**config.mk**
```make
export PLATFORM = sky130hd
export DESIGN_NAME = multi_button_press_classifier_core
export DESIGN_NICKNAME = d
export VERILOG_FILES = /design/src/rtl/mbpc_pkg.sv /design/src/rtl/mbpc_btn_unit.sv /design/src/rtl/multi_button_press_classifier_core.sv
export SDC_FILE = /design/constraint.sdc
export NUM_CORES = 1
export LEC_CHECK = 0
export ABC_AREA = 1
export BUFFER_PORTS_ARGS = -buffer_cell sky130_fd_sc_hd__buf_2
export CAP_MARGIN = 20
export CORE_UTILIZATION = 56
export DETAILED_ROUTE_END_ITERATION = 6
export PLACE_DENSITY = 0.81
export RECOVER_POWER = 25
export SLEW_MARGIN = 25
export SYNTH_ARGS = -nofsm -noshare
export SYNTH_HDL_FRONTEND = slang
export SYNTH_HIERARCHICAL = 1
export SYNTH_SLANG_ARGS = --single-unit
```
**constraint.sdc**
```tcl
create_clock -name clk_i -period 4.5 [get_ports clk_i]
set_clock_uncertainty 0.1 [all_clocks]
set_input_delay 0.9 -clock clk_i [delete_from_list [all_inputs] [get_ports clk_i]]
set_output_delay 0.9 -clock clk_i [all_outputs]
set_load 0.05 [all_outputs]
```
**src/rtl/mbpc_pkg.sv**
```systemverilog
package mbpc_pkg;

  localparam int unsigned CFG_IDX_W  = 2;
  localparam int unsigned CFG_DATA_W = 16;

  localparam logic [CFG_IDX_W-1:0] CFG_RELEASE_SETTLE = 2'd0;
  localparam logic [CFG_IDX_W-1:0] CFG_SHORT_PRESS    = 2'd1;
  localparam logic [CFG_IDX_W-1:0] CFG_LONG_PRESS     = 2'd2;
  localparam logic [CFG_IDX_W-1:0] CFG_PRESS_CAP      = 2'd3;

  localparam logic [15:0] RST_RELEASE_SETTLE = 16'd50;
  localparam logic [15:0] RST_SHORT_PRESS    = 16'd200;
  localparam logic [15:0] RST_LONG_PRESS     = 16'd2000;
  localparam logic [15:0] RST_PRESS_CAP      = 16'd5000;

  localparam logic [15:0] TIME_MAX  = 16'hFFFF;
  localparam logic [3:0]  COUNT_MAX = 4'd15;

  typedef enum logic [1:0] {
    MODE_IDLE  = 2'd0,
    MODE_HELD  = 2'd1,
    MODE_SHORT = 2'd2,
    MODE_LONG  = 2'd3
  } mode_e;

  typedef enum logic [1:0] {
    ST_IDLE,
    ST_SCAN,
    ST_DONE
  } seq_state_e;

  typedef struct packed {
    logic [15:0] elapsed_ms;
    logic [7:0]  levels_pressed;
  } in_beat_t;

  typedef struct packed {
    logic       event_valid;
    logic [2:0] event_button;
    logic       event_long;
    logic [3:0] held_total;
    logic [3:0] pending_count;
    logic       fast_poll;
  } out_beat_t;

  typedef struct packed {
    logic [15:0] release_settle_ms;
    logic [15:0] short_press_ms;
    logic [15:0] long_press_ms;
    logic [15:0] press_time_cap_ms;
  } cfg_t;

  typedef struct packed {
    logic        last_level;
    mode_e       mode;
    logic [15:0] press_time;
    logic [15:0] release_time;
    logic [15:0] longest_press;
  } btn_state_t;

endpackage

```
**src/rtl/mbpc_btn_unit.sv**
```systemverilog
module mbpc_btn_unit
  import mbpc_pkg::*;
(
  input  cfg_t        cfg_i,
  input  logic        level_i,
  input  logic [15:0] dt_i,
  input  btn_state_t  cur_i,
  output btn_state_t  nxt_o
);

  logic [16:0] press_sum;
  logic [16:0] release_sum;
  logic [15:0] release_sat;

  assign press_sum   = {1'b0, cur_i.press_time} + {1'b0, dt_i};
  assign release_sum = {1'b0, cur_i.release_time} + {1'b0, dt_i};
  assign release_sat = release_sum[16] ? TIME_MAX : release_sum[15:0];

  always_comb begin
    nxt_o = cur_i;
    nxt_o.last_level = level_i;
    if (level_i) begin
      if (cur_i.last_level) begin
        nxt_o.press_time = (press_sum < {1'b0, cfg_i.press_time_cap_ms}) ?
                           press_sum[15:0] : cfg_i.press_time_cap_ms;
      end else begin
        nxt_o.release_time = '0;
        nxt_o.press_time   = '0;
        nxt_o.mode         = MODE_HELD;
      end
    end else if (cur_i.last_level) begin
      if (cur_i.press_time > cur_i.longest_press) begin
        nxt_o.longest_press = cur_i.press_time;
      end
      nxt_o.press_time = '0;
    end else if (cur_i.mode == MODE_HELD) begin
      nxt_o.release_time = release_sat;
      if (release_sat >= cfg_i.release_settle_ms) begin
        if (cur_i.longest_press >= cfg_i.long_press_ms) begin
          nxt_o.mode = MODE_LONG;
        end else if (cur_i.longest_press >= cfg_i.short_press_ms) begin
          nxt_o.mode = MODE_SHORT;
        end else begin
          nxt_o.mode = MODE_IDLE;
        end
      end
    end
  end

endmodule

```
**src/rtl/multi_button_press_classifier_core.sv**
```systemverilog
// Poll-tick classifier for short and long button presses.
// The input channel carries one beat per poll tick: the milliseconds since
// the previous tick and the sampled level of each of the first eight buttons.
// Buttons at index eight and above always read as released.
// The output channel returns exactly one beat per input beat, holding the
// reported press event, the held and pending counts and the fast poll hint.
// A shared per-button update unit visits one button per cycle, and the
// block takes no new input beat until the result of the previous beat
// has been loaded into the output register.
// The input stall is high while a beat is being processed.
// A finished result sits in an output register; while the receiver stalls,
// the next beat can still be accepted and scanned, and only its final
// load waits until the output register is free.
// Reset clears all button state and loads the default thresholds.
// The configuration port is a plain write port; the user must write it only
// while the block is idle, and the block itself does not enforce this.
module multi_button_press_classifier_core
  import mbpc_pkg::*;
#(
  parameter int unsigned NUM_BUTTONS = 8
) (
  input  logic                  clk_i,
  input  logic                  rst_ni,
  input  logic                  cfg_we_i,
  input  logic [CFG_IDX_W-1:0]  cfg_idx_i,
  input  logic [CFG_DATA_W-1:0] cfg_wdata_i,
  input  logic                  in_valid_i,
  output logic                  in_stall_o,
  input  in_beat_t              in_data_i,
  output logic                  out_valid_o,
  input  logic                  out_stall_i,
  output out_beat_t             out_data_o
);

  localparam int unsigned IDX_W = (NUM_BUTTONS > 1) ? $clog2(NUM_BUTTONS) : 1;
  localparam int unsigned CNT_W = $clog2(NUM_BUTTONS + 1);
  localparam logic [IDX_W-1:0] LAST_IDX = IDX_W'(NUM_BUTTONS - 1);

  cfg_t       cfg_q;
  seq_state_e state_q, state_d;
  in_beat_t   beat_q;
  logic [IDX_W-1:0] idx_q;
  logic [CNT_W-1:0] held_q, pend_q;
  logic [IDX_W-1:0] last_q;
  logic             last_long_q;
  logic             out_valid_q;
  out_beat_t        out_q;

  btn_state_t btn_q [NUM_BUTTONS];
  btn_state_t cur_btn, nxt_btn;
  logic [NUM_BUTTONS-1:0] levels;

  logic in_fire, scan_en, out_free, done_fire;
  logic [3:0] held_sat, pend_sat;

  assign levels  = NUM_BUTTONS'(beat_q.levels_pressed);
  assign cur_btn = btn_q[idx_q];

  mbpc_btn_unit u_btn (
    .cfg_i   (cfg_q),
    .level_i (levels[idx_q]),
    .dt_i    (beat_q.elapsed_ms),
    .cur_i   (cur_btn),
    .nxt_o   (nxt_btn)
  );

  always_comb begin
    state_d = state_q;
    case (state_q)
      ST_IDLE: if (in_valid_i) state_d = ST_SCAN;
      ST_SCAN: if (idx_q == LAST_IDX) state_d = ST_DONE;
      ST_DONE: if (out_free) state_d = ST_IDLE;
      default: state_d = ST_IDLE;
    endcase
  end

  always_comb begin
    in_stall_o = 1'b1;
    scan_en    = 1'b0;
    done_fire  = 1'b0;
    case (state_q)
      ST_IDLE: in_stall_o = 1'b0;
      ST_SCAN: scan_en = 1'b1;
      ST_DONE: done_fire = out_free;
      default: in_stall_o = 1'b1;
    endcase
  end

  assign in_fire  = in_valid_i && !in_stall_o;
  assign out_free = !out_valid_q || !out_stall_i;
  assign held_sat = (32'(held_q) > 32'(COUNT_MAX)) ? COUNT_MAX : 4'(held_q);
  assign pend_sat = (32'(pend_q) > 32'(COUNT_MAX)) ? COUNT_MAX : 4'(pend_q);

  always_ff @(posedge clk_i or negedge rst_ni) begin
    if (!rst_ni) begin
      cfg_q.release_settle_ms <= RST_RELEASE_SETTLE;
      cfg_q.short_press_ms    <= RST_SHORT_PRESS;
      cfg_q.long_press_ms     <= RST_LONG_PRESS;
      cfg_q.press_time_cap_ms <= RST_PRESS_CAP;
    end else if (cfg_we_i) begin
      case (cfg_idx_i)
        CFG_RELEASE_SETTLE: cfg_q.release_settle_ms <= cfg_wdata_i;
        CFG_SHORT_PRESS:    cfg_q.short_press_ms    <= cfg_wdata_i;
        CFG_LONG_PRESS:     cfg_q.long_press_ms     <= cfg_wdata_i;
        CFG_PRESS_CAP:      cfg_q.press_time_cap_ms <= cfg_wdata_i;
        default: ;
      endcase
    end
  end

  always_ff @(posedge clk_i or negedge rst_ni) begin
    if (!rst_ni) begin
      state_q     <= ST_IDLE;
      idx_q       <= '0;
      held_q      <= '0;
      pend_q      <= '0;
      last_q      <= '0;
      last_long_q <= 1'b0;
      out_valid_q <= 1'b0;
    end else begin
      state_q <= state_d;
      if (in_fire) begin
        idx_q       <= '0;
        held_q      <= '0;
        pend_q      <= '0;
        last_q      <= '0;
        last_long_q <= 1'b0;
      end else if (scan_en) begin
        idx_q <= idx_q + 1'b1;
        if (nxt_btn.mode == MODE_HELD) begin
          held_q <= held_q + 1'b1;
        end
        if (nxt_btn.mode == MODE_SHORT || nxt_btn.mode == MODE_LONG) begin
          pend_q      <= pend_q + 1'b1;
          last_q      <= idx_q;
          last_long_q <= (nxt_btn.mode == MODE_LONG);
        end
      end
      if (done_fire) begin
        out_valid_q <= 1'b1;
      end else if (!out_stall_i) begin
        out_valid_q <= 1'b0;
      end
    end
  end

  always_ff @(posedge clk_i) begin
    if (in_fire) begin
      beat_q <= in_data_i;
    end
    if (done_fire) begin
      out_q.held_total    <= held_sat;
      out_q.pending_count <= pend_sat;
      out_q.fast_poll     <= (held_q != '0) || (pend_q != '0);
      if (held_q == '0 && pend_q == CNT_W'(1)) begin
        out_q.event_valid  <= 1'b1;
        out_q.event_button <= 3'(last_q);
        out_q.event_long   <= last_long_q;
      end else begin
        out_q.event_valid  <= 1'b0;
        out_q.event_button <= '0;
        out_q.event_long   <= 1'b0;
      end
    end
  end

  always_ff @(posedge clk_i or negedge rst_ni) begin
    if (!rst_ni) begin
      for (int i = 0; i < NUM_BUTTONS; i++) begin
        btn_q[i] <= '{last_level: 1'b0, mode: MODE_IDLE, press_time: '0,
                      release_time: '0, longest_press: '0};
      end
    end else if (scan_en) begin
      btn_q[idx_q] <= nxt_btn;
    end else if (done_fire && held_q == '0) begin
      for (int i = 0; i < NUM_BUTTONS; i++) begin
        if (btn_q[i].mode == MODE_SHORT || btn_q[i].mode == MODE_LONG) begin
          btn_q[i].mode          <= MODE_IDLE;
          btn_q[i].longest_press <= '0;
        end
      end
    end
  end

  assign out_valid_o = out_valid_q;
  assign out_data_o  = out_q;

endmodule

```
==> out/metrics.yaml <==
synthesis:
  syn_area_um2: 28200
  syn_area_per_cell_um2: 7.59
  ys.flop_type: "dfrtp_1"
  synth.area.top_cells: "dfrtp_1 42%, nand2_1 17%, o21ai_0 8.4%, ha_1 5.2%, inv_1 4.2%"
  synth_top_cell_by_area: "dfrtp_1"
  synth_top_cell_area_share_pct: 42.0
  ys_types: 44
  ys_warn_count: 6
  async_flop_share_pct: 92.8
  ys_ff_latch: 528
  syn-instance-count: 3712
  yosysSeqAreaShare_pct: 47.6
  synth_nets: 3879
  synth_edf_count: 38
finish:
  final_nets: 4095
  syn2layout_area_growth_pct: 22.3
  fin_cells: 4638
  drive_gt1_share_pct: 19.9
  antenna_cells: 0
critical_path:
  path_class: "reg -> reg"
  r2r_cells: 33
  startpoint: "idx_q[0]$_DFFE_PN0P_"
  cp-start-kind: "flip-flop"
  cp_top_family: "simple AND/OR/NAND/NOR gates"
  crit_path_max_incr_delay_ns: 0.54
  cp.required_ns: 4.94
  cp.depth: 33
  setup.worst_path.end_class: "flip-flop"
  reg2reg_to: "held_q[2]$_DFFE_PN0P_"
  cp_num_buf_inv: 7
  crit_path_max_fanout: 10
  critPathCapture: "held_q[2]$_DFFE_PN0P_"
  r2r-start: "idx_q[0]$_DFFE_PN0P_"
  slowest_stage: "dfrtp_4"
  reg2reg_slack_ns: -0.55
  cp.arrival_ns: 5.49
clock_network:
  postCtsHoldBufs: 0
  cts_root_buf: "clkbuf_16"
  clk_path_buf_depth: 3
  htree_levels: 2
  cts_made_buffers: 54
  clk_latency_ns: 0.65
  cts_tree: "yes"
  clock_sinks: 528
  path_clk_slew_ns: 0.07
placed_design:
  dpl_worst_slack_ns: -0.368
  port_buffers: 62
  place_inst: 4493
  dp.final_hpwl_mm: 54.7
  gp_congestion: 0.954
die:
  rows: 81
  die_area_um2: 51200
  die_y_um: 226
  pin_count: 63
  initial_core_util_pct: 57.2
  core_um2: 49300
  die_w_um: 226
timing:
  tightest_slew_ns: 2.19
  drv_slew: 154
  max-slew-margin-rel_pct: -46.3
  setup_violations: 156
  min_period_over_period_pct: 112
  max_freq_mhz: 198
  layout_setup_ws_ns: -0.547
  rsz0062_at_grt: "yes"
  fin_crit_ns: 5.05
  hold_ws_ns: 0.338
  final_hold_viol_count: 0
global_route:
  grt_usage_pct: 32.8
  antenna_found_initial: 0
  grt-ovfl-total: 0
  grt_max_degree: 97
  grt_pass1_wl_mm: 131
  grt_pass1_vias: 25000
routing:
  routed_wl_mm: 85.6
  wl_per_cell_um: 18.5
  drt-initial-drc-count: 3234
  drc_errors: 0
  dr_total_vias: 26300
  via_per_inst: 5.68
  drt-pass1-iter-count: 6
  drtAntennaViolNets: 0
status:
  status: "finished, violations left"
  violations: "capacitance limit, slew limit, setup timing"
hold_path:
  worstHoldPathType: "in -> reg"
flow_run:
  cap_viol_max_count: 2
-- routing by layer --
metal  up-vias  GRT usage, %  share of wire [%]
met1     12500          44.9                 40
met5         -             0                  0
met4         0          14.0                4.4
met2      1283          51.8                 46
met3       278          5.24                9.6
li1      12300             -                  -
-- state kept, by name, indices dropped and copies added, names as in the netlist --
register and count:
beat_q 16, btn_q 408, cfg_q 64, held_q 4, idx_q 3, last_long_q 1
last_q 3, levels 8, out_data_o 14, out_valid_o 1, pend_q 4, state_q 2
-- area by class of cell --
cell class	count	area, µm²
clock inverters	25	312
inverters	335	1320
clock buffers	77	1570
multi-input cells	2650	14100
repair buffers	359	2930
flip-flops and latches	528	13400
fillers	3692	14800
well taps	664	831
-- layout by cell type, fill, tap and decap left out, types with 10 or more instances in the layout --
cell type and n:
nand2_4 10, clkbuf_1 13, ha_4 38, nor2_4 12
buf_12 20, o21ai_0 392, nand2_1 1231, edfxtp_1 38
clkbuf_16 57, nand3_4 18, o21ai_2 27, nand4_1 19
o21ai_1 144, buf_6 19, a21oi_2 28, a21oi_1 100
clkbuf_8 11, inv_1 288, inv_2 25, nand2_2 64
inv_4 14, dfstp_2 17, buf_4 249, nor2_1 278
nand3_2 41, nand3_1 83, buf_2 61, ha_1 78
dfrtp_1 471
-- worst register-to-register path, delay by kind of cell, from the launching register on --
| family | cells | cell delay (ns) |
|---|---|---|
| compound gates | 7 | 0.90 |
| flops | 1 | 0.54 |
| fa+ha+maj | 3 | 0.83 |
| buf+inv | 7 | 0.91 |
| simple gates | 16 | 1.65 |
-- metrics by stage --
| stage | utilization [%] | area [µm²] | TNS (ns) |
|---|---|---|---|
| floorplan | - | 28300 | -0.00131 |
| global placement | 62.1 | 30600 | -21.94 |
| detailed placement | 62.1 | 30600 | -37.70 |
| CTS | 67.7 | 33400 | -1.67 |
| global route | 70.0 | 34500 | -71.55 |
| finish | 70.0 | 34500 | -36.84 |
-- cell usage after synthesis, types with 2 or more instances --
cell / number
clkinv_1: 4
nand2_4: 2
o21ai_0: 474
nand3_2: 3
o21ai_2: 2
inv_2: 18
a21oi_2: 6
inv_1: 313
nand2_2: 28
edfxtp_1: 38
dfrtp_1: 473
ha_1: 118
a31oi_1: 3
a21oi_1: 125
dfstp_2: 17
a21o_1: 5
nand3_1: 139
buf_1: 8
a211oi_1: 8
o211ai_1: 2
clkbuf_1: 68
xor2_1: 14
o21ai_1: 87
nor2_1: 297
fa_1: 2
nor3_2: 3
nand2_1: 1276
buf_4: 28
o22ai_1: 3
nand4_1: 19
nor3_1: 10
xnor2_1: 2
or2_1: 4
buf_2: 96
o21bai_1: 8
-- cell families after synthesis --
group / after synthesis / synth area share [%]
and+or+nand+nor: 1786 / 25.2
AOI/OAI and AO/OA: 726 / 13.3
buffers and inverters: 536 / 7.98
DFF: 528 / 47.6
adders and majority gates: 120 / 5.38
xor gates and xnor gates: 16 / 0.497
-- worst min path at each step --
stage	from	endpoint	slack [ns]	cells after the start
after floorplan	btn_q[0]$_DFFE_PN0P_	btn_q[0]$_DFFE_PN0P_	0.34	2
after global placement	btn_q[8]$_DFFE_PN0P_	btn_q[8]$_DFFE_PN0P_	0.35	2
after detailed placement	btn_q[48]$_DFFE_PN0P_	btn_q[48]$_DFFE_PN0P_	0.35	2
after CTS	rst_ni	btn_q[74]$_DFFE_PN0P_	0.16	1
after global routing	in_data_i[14]	beat_q[14]$_DFFE_PP_	0.33	1
final	in_data_i[23]	beat_q[23]$_DFFE_PP_	0.34	1
-- timing repair --
item                       in CTS  in global routing
pin swaps                      33                 88
setup endpoints to repair     156                284
cloned                          3                  3
setup buffers                  11                 26
resized for setup             167                241
Power is left out: the tool's default activity adds up to more than one toggle a clock period on the data nets, which glitch-free logic cannot reach.
